==> src/hdl/knn_pkg.sv <==
// ----------------------------------------------------------------------------
// knn_pkg: shared types and constants of the k-NN cosine vote classifier
// Token formats carried along the cell chain and result status codes.
// ----------------------------------------------------------------------------
package knn_pkg;

  localparam int VAL_W  = 16;  // Q8.8 element
  localparam int IDX_W  = 12;  // element position within a vector
  localparam int TGT_W  = 10;  // entry number, up to 1024 entries
  localparam int CNT_W  = 11;  // entry count, 0..1024
  localparam int NORM_W = 24;
  localparam int LAB_W  = 4;
  localparam int DOT_W  = 48;
  localparam int SQ_W   = 48;
  localparam int K_W    = 5;
  localparam int ST_W   = 2;
  localparam int VOTE_W = 5;
  localparam int K_MAX  = 16;
  localparam int MUL_W  = 24;  // half of a magnitude word
  localparam int PRD_W  = 72;  // full cross product

  // Operation carried by a data-chain token
  typedef enum logic [1:0] {
    OP_NONE  = 2'd0,
    OP_STORE = 2'd1,
    OP_QUERY = 2'd2,
    OP_CLOSE = 2'd3
  } op_e;

  // Result status codes
  typedef enum logic [ST_W-1:0] {
    ST_ANSWERED = 2'd0,
    ST_STORED   = 2'd1,
    ST_FULL     = 2'd2,
    ST_EMPTY    = 2'd3
  } status_e;

  // Element token, moves one cell per cycle
  typedef struct packed {
    op_e                     op;
    logic                    clear;   // first element of a vector
    logic signed [VAL_W-1:0] value;
    logic [IDX_W-1:0]        idx;
    logic [TGT_W-1:0]        target;  // entry written by store / close
    logic [NORM_W-1:0]       norm;
    logic [LAB_W-1:0]        label;
  } dtok_t;

  // Ranking token: best candidate seen so far in this round
  typedef struct packed {
    logic                    valid;
    logic                    has;
    logic signed [DOT_W-1:0] dot;
    logic [NORM_W-1:0]       norm;
    logic [TGT_W-1:0]        idx;
    logic [LAB_W-1:0]        label;
  } rtok_t;

  // Broadcast control from the sequencer to every cell
  typedef struct packed {
    logic             clr_chosen;
    logic             mark;
    logic [TGT_W-1:0] mark_idx;
    logic [CNT_W-1:0] count;
  } rctl_t;

endpackage

==> src/hdl/knn_isqrt.sv <==
// ----------------------------------------------------------------------------
// knn_isqrt: iterative integer square root
// One result bit per cycle, floor(sqrt) of a 48-bit sum of squares.
// ----------------------------------------------------------------------------
module knn_isqrt (
  input  logic                          clk_i,
  input  logic                          rst_ni,
  input  logic                          start_i,
  input  logic [knn_pkg::SQ_W-1:0]      radicand_i,
  output logic                          done_o,
  output logic [knn_pkg::NORM_W-1:0]    root_o
);
  localparam int W = knn_pkg::SQ_W;

  logic [W-1:0] x_q, res_q, bit_q, sum;
  logic         busy_q, done_q;

  assign sum    = res_q + bit_q;
  assign done_o = done_q;
  assign root_o = res_q[knn_pkg::NORM_W-1:0];

  // digit-by-digit root, two radicand bits per step
  always_ff @(posedge clk_i or negedge rst_ni) begin
    if (!rst_ni) begin
      busy_q <= 1'b0;
      done_q <= 1'b0;
      x_q    <= '0;
      res_q  <= '0;
      bit_q  <= '0;
    end else begin
      done_q <= 1'b0;
      if (start_i) begin
        busy_q <= 1'b1;
        x_q    <= radicand_i;
        res_q  <= '0;
        bit_q  <= {2'b01, {(W-2){1'b0}}};
      end else if (busy_q) begin
        if (bit_q == '0) begin
          busy_q <= 1'b0;
          done_q <= 1'b1;
        end else begin
          if (x_q >= sum) begin
            x_q   <= x_q - sum;
            res_q <= (res_q >> 1) + bit_q;
          end else begin
            res_q <= res_q >> 1;
          end
          bit_q <= bit_q >> 2;
        end
      end
    end
  end
endmodule

==> config.mk <==
export PLATFORM = sky130hd
export DESIGN_NAME = knn_isqrt
export DESIGN_NICKNAME = d
export VERILOG_FILES = /design/src/hdl/knn_pkg.sv /design/src/hdl/knn_isqrt.sv
export SDC_FILE = /design/constraint.sdc
export NUM_CORES = 1
export LEC_CHECK = 0
export ABC_AREA = 1
export BUFFER_PORTS_ARGS = -buffer_cell sky130_fd_sc_hd__clkbuf_2
export CORE_ASPECT_RATIO = 0.5
export CORE_MARGIN = 2
export CORE_UTILIZATION = 40
export DETAILED_ROUTE_END_ITERATION = 12
export SLEW_MARGIN = 20
export SYNTH_ARGS = -nofsm -noshare
export SYNTH_HDL_FRONTEND = slang
export SYNTH_SLANG_ARGS = --single-unit
==> constraint.sdc <==
create_clock -name clk_i -period 4.6 [get_ports clk_i]
set_input_delay 0.92 -clock clk_i [delete_from_list [all_inputs] [get_ports clk_i]]
set_output_delay 0.92 -clock clk_i [all_outputs]
set_load 0.005 [all_outputs]
* Yosys cells after proc, flatten, opt, wreduce, memory -nomap -nowiden
Index checks and enable logic that the tools add are counted.
Storage, ports and cells: flip-flop bits (word level) 146, output and inout bits 25
Operators by class: add/sub/neg operators 3, magnitude comparators 1, equality and inequality tests 1, mux-type cells 17, reductions and logical operators 5
Operators with widths (number):
- 48-bit two-way mux | 11
- 47-bit by 48-bit adder with 48-bit output | 1
- 48-bit adder | 1
- 48-bit >= comparator | 1
- 48-bit zero test | 1
- 48-bit subtractor | 1
- 1-bit two-way mux | 6
- 2-bit nonzero test | 2
- 3-bit AND reduction | 1
- 2-bit inequality test (second input constant) | 1
- 2-bit AND reduction | 1

* Logic depth before layout (Yosys ltp)
depth after elaboration 6, depth in mapped cells 28

* Worst setup path after synthesis
Ideal clock, no wire load.
path type reg2reg, start register res_q[2], end register x_q[15], library setup time 0.119 ns, arrival time 3.376 ns, required time 4.481 ns, setup slack 1.105 ns, stages on the path, launching flop included 26, period minus slack after synthesis 3.495 ns, cell sequence dfrtp_1 ha_1 nand2_1 a21oi_1 nand2_1 nand2_1 nand2_1 nand2_1 inv_1 o21ai_0 nand2_1 nand2_1 xnor2_1 ha_1 nand2_1 nor2_4 nand2_1 nor2_1 and3_1 nand2_2 nand4_1 nand2_2 buf_6 buf_6 nand2_1 o21ai_2
Between the ends: word-level cells in the longest chain between the ends 6, elaborated cells between the ends (all ways) 9, classes of those cells 2 x add/sub; 1 x order compare; 4 x mux; 2 x reduce/logical
RTL lines:
- start, declared | RTL line knn_isqrt.sv:15 | logic [W-1:0] x_q, res_q, bit_q, sum;
- start signal, assigned | RTL line knn_isqrt.sv:44 | res_q <= (res_q >> 1) + bit_q;
- start signal, assigned | RTL line knn_isqrt.sv:46 | res_q <= res_q >> 1;
- 48-bit adder * | RTL line knn_isqrt.sv:18 | assign sum = res_q + bit_q;
- 48-bit subtractor | RTL line knn_isqrt.sv:43 | x_q <= x_q - sum;
- 48-bit two-way mux | RTL line knn_isqrt.sv:42 | if (x_q >= sum) begin
- 48-bit two-way mux | RTL line knn_isqrt.sv:38 | if (bit_q == '0) begin
- 48-bit two-way mux | RTL line knn_isqrt.sv:37 | end else if (busy_q) begin
- 48-bit two-way mux | RTL line knn_isqrt.sv:32 | if (start_i) begin
- end signal, assigned | RTL line knn_isqrt.sv:34 | x_q <= radicand_i;
- end signal, assigned | RTL line knn_isqrt.sv:43
- end, declared | RTL line knn_isqrt.sv:15
Every way passes the cells marked *; elsewhere a longest branch is shown, timed or not. The select of a mux whose other input is x is not followed. A chain may end at the register's enable or synchronous reset.

* Worst setup path after layout
start register bit_q[20], end register res_q[46]
Between the ends: word-level cells in the longest chain between the ends 6, elaborated cells between the ends (all ways) 10, classes of those cells 2 x add/sub; 1 x order compare; 1 x eq/ne; 4 x mux; 2 x reduce/logical
RTL lines:
- start, declared | RTL line knn_isqrt.sv:15
- start signal, assigned | RTL line knn_isqrt.sv:36 | bit_q <= {2'b01, {(W-2){1'b0}}};
- start signal, assigned | RTL line knn_isqrt.sv:48 | bit_q <= bit_q >> 2;
- 48-bit adder | RTL line knn_isqrt.sv:18
- 48-bit >= comparator | RTL line knn_isqrt.sv:42
- 48-bit two-way mux | RTL line knn_isqrt.sv:42
- 48-bit two-way mux | RTL line knn_isqrt.sv:38
- 48-bit two-way mux | RTL line knn_isqrt.sv:37
- 48-bit two-way mux | RTL line knn_isqrt.sv:32
Several ways; a longest one is shown, not always the timed one. The select of a mux whose other input is x is not followed.

==> summary.md <==
| Metric | Value |
|---|---|
| Die Wd | 279.1 µm |
| Largest net degree at the start of global routing | 97 |
| Syn nets | 2834 |
| Root Buffer | clkbuf_16 |
| WP buf/inv | 4 |
| Vias in the first global route | 15410 |
| Mapped Area | 15140 µm² |
| Placer Congestion | 0.9852 |
| CP max-delay cell | ha_1 |
| Yosys warnings | 0 |
| Global Route Usage Sum | 28.23% |
| Synth top cells by count | 1003 x nand2_1, 441 x inv_1, 257 x nor2_1 |
| Overflow after GRT | 0 |
| First-pass GRT wire length | 84940 µm |
| I/O pin cnt | 76 |
| Post-synth EDFFs | 0 |
| Maximum vdd drop | 0.0003032 V |
| Crit start category | flop |
| Prevailing post-synth register cell | dfrtp_1 |
| Antenna-violating nets left | 0 |
| Maxcap violations | 0 |
| Top area cells in the synthesized netlist | nand2_1 25%, dfrtp_1 20%, inv_1 11% |
| Die Ht | 141.6 µm |
| Antenna violations before repair | 0 |
| Placed Area | 16180 µm² |
| Dominant cell by count in the synthesized netlist | nand2_1 |
| Relative slew slack | 28.65% |
| Area growth syn-to-layout | 11.19% |
| Cells after Synth | 2684 |
| WS Path Type | flop to flop |
| Yosys cell types | 48 |
| Worst skew pair latency | 460 ps |
| Worst Skew | 10.64 ps |
| Tot Pwr | 10990 µW |
| Worst EP required | 4950 ps |
| DR vias | 16970 |
| Max frequency | 232.6 MHz |
| Mean routed wirelength per cell | 17.10 µm |
| CTS Buf Count | 17 |
| Ant. Diodes | 0 |
| CTS tree | done |
| Layout cells sized above 1 | 7.482% |
| Final hold vios | 0 |
| Routed wire length | 55980 µm |
| Cell mode on critical path | nand2_1 |
| Via count normalized by instance count | 5.183 |
| Hold crit path type | flop to flop |
| Drt pass-1 iters | 5 |
| Ys async rst share | 100.0% |
| Crit-path max FO | 44 |
| Worst Path Arrival | 4640 ps |
| Buffers on Ports | 75 |
| Tmin final | 4299 ps |
| Clock sink count | 122 |
| Slew @ Worst Pin | 1064 ps |
| Fin util | 45.07% |
| CTS Hold Bufs | 0 |
| Sequential area share after synthesis | 20.17% |
| Core Area | 37350 µm² |
| Largest delay contributor family on the critical path | simple AND/OR/NAND/NOR gates |
| # rows | 50 |
| Avg Cell Area, Syn | 5.640 µm² |
| Synth top area share | 24.87% |
| Synth Register Bits | 122 |
| Longest Clk Path Bufs | 2 |
| Initial Util | 40.53% |
| Post-route cell area | 16830 µm² |
| Slowest stage delay, CP | 450 ps |
| Pwr Density | 653.0 nW/µm² |
| Fin. max-slew vios | 0 |
| Outcome | finished, final reports clean |
| Crit path capture type | flop |
| H-Tree Depth | 4 |
| Worst-path cell chain | ha_1 > nand2_1 > nor2_1 > inv_1 > nor2_1 > inv_1 > o21ai_0 > nand2_1 > nand3_1 > xnor2_1 > ha_1 > nand2_1 > nor2_1 > nand2_1 > nor4_2 > nand2_1 > nand3_2 > buf_12 > buf_12 > nand3_1 > nand2_1 > nand2_1 |
| Final HPWL DP | 46430 µm |
| Die ar. | 39510 µm² |
| CTS clk-pin slew, worst paths | 70 ps |
| Nets | 2918 |
| Area leader, netlist | nand2_1 |
| Setup violations, final | 0 |
| Final period utilization | 93.46% |
| Drt drc | 0 |
| Leakage | 0.008787 µW |
| Starting DRT DRC Count | 1590 |
worst reg2reg max path: stages, from the launching register on:
cell	delay, ps
dfrtp_1	440
ha_1	400
nand2_1	120
nor2_1	180
inv_1	70
nor2_1	190
inv_1	90
o21ai_0	230
nand2_1	90
nand3_1	130
xnor2_1	170
ha_1	450
nand2_1	150
nor2_1	180
nand2_1	140
nor4_2	160
nand2_1	140
nand3_2	150
buf_12	240
buf_12	180
nand3_1	160
nand2_1	100
nand2_1	50
per-stage QoR:
step	TNS, ps	setup slack [ps]	instances	hold WS, ps
after global placement	0	255.3	3240	469.9
final	0	300.7	3274	490.1
after global routing	-16.00	-13.55	3274	514.9
after CTS	0	281.1	3271	492.7
after detailed placement	0	287.4	3240	475.3
after floorplan	0	1105	2684	455.3
sequential cells by signal, indices dropped and copies added, names as in the netlist:
register / cells
res_q: 48
bit_q: 24
x_q: 48
busy_q: 1
done_o: 1
placed cells by master (no fill, tap or decap), types with 6 or more instances in the layout:
| master | count |
|---|---|
| o21bai_1 | 13 |
| a21boi_0 | 6 |
| o21ai_1 | 17 |
| clkbuf_2 | 74 |
| nand3_1 | 210 |
| inv_1 | 441 |
| ha_1 | 98 |
| dfrtp_1 | 122 |
| nor4_1 | 10 |
| clkbuf_16 | 17 |
| inv_2 | 7 |
| a21o_1 | 6 |
| nor3_1 | 24 |
| nand2_1 | 1003 |
| xor2_1 | 32 |
| a21oi_1 | 91 |
| nand3b_1 | 13 |
| o21ai_0 | 109 |
| nor2_2 | 8 |
| buf_4 | 56 |
| nand4_1 | 37 |
| o22ai_1 | 25 |
| xnor2_1 | 33 |
| nor2_1 | 255 |
| o21ai_2 | 7 |
final cells by class:
| type | instances | area (µm²) |
|---|---|---|
| repair buffers | 138 | 924.6 |
| fillers | 4109 | 20520 |
| well taps | 494 | 618.1 |
| flip-flops and latches | 122 | 3053 |
| inverters | 449 | 1685 |
| clock buffers | 20 | 446.7 |
| multi-input cells | 2040 | 9980 |
| clock inverters | 11 | 123.9 |
power by group:
part | leakage (µW) | switching, µW | internal, µW
Combinational | 0.00692 | 5190 | 2660
Clock | 0.000272 | 554 | 806
Sequential | 0.00159 | 352 | 1430
final timing paths:
check / end / slack (ps) / cells past startpoint / startpoint
worst max-delay path: res_q[46] / 300 / 22 / bit_q[20]
worst min-delay path: x_q[28] / 490 / 2 / x_q[28]
worst max register to register: res_q[46] / 300 / 22 / bit_q[20]
worst min register to register: x_q[28] / 490 / 2 / x_q[28]
max in group asynchronous: x_q[39] / 3040 / 2 / rst_ni
min in group asynchronous: res_q[6] / 540 / 1 / rst_ni
cell families (layout without fill, tap and decap cells):
| logic type | after synthesis | count (layout) | share of synthesized area [%] |
|---|---|---|---|
| xor gates and xnor gates | 68 | 68 | 3.935 |
| and+or+nand+nor | 1582 | 1582 | 42.83 |
| buffers and inverters | 522 | 618 | 14.24 |
| muxes | 2 | 2 | 0.1323 |
| DFF | 122 | 122 | 20.17 |
| AOI/OAI and AO/OA | 289 | 289 | 10.46 |
| adders and majority gates | 99 | 99 | 8.233 |
metal layers:
| layer | GRT usage, % | part of all wire [%] |
|---|---|---|
| met1 | 40.88 | 48 |
| met3 | 4.627 | 7.6 |
| met2 | 43.77 | 42 |
| met4 | 6.678 | 1.8 |
| met5 | 0 | 0 |
repair_timing:
item / 4_1_cts / 5_1_grt
resized for setup: 0 / 18
setup endpoints to repair: 0 / 96
setup buffers: 0 / 3
Note: power is estimated with default switching activity, not from simulation.
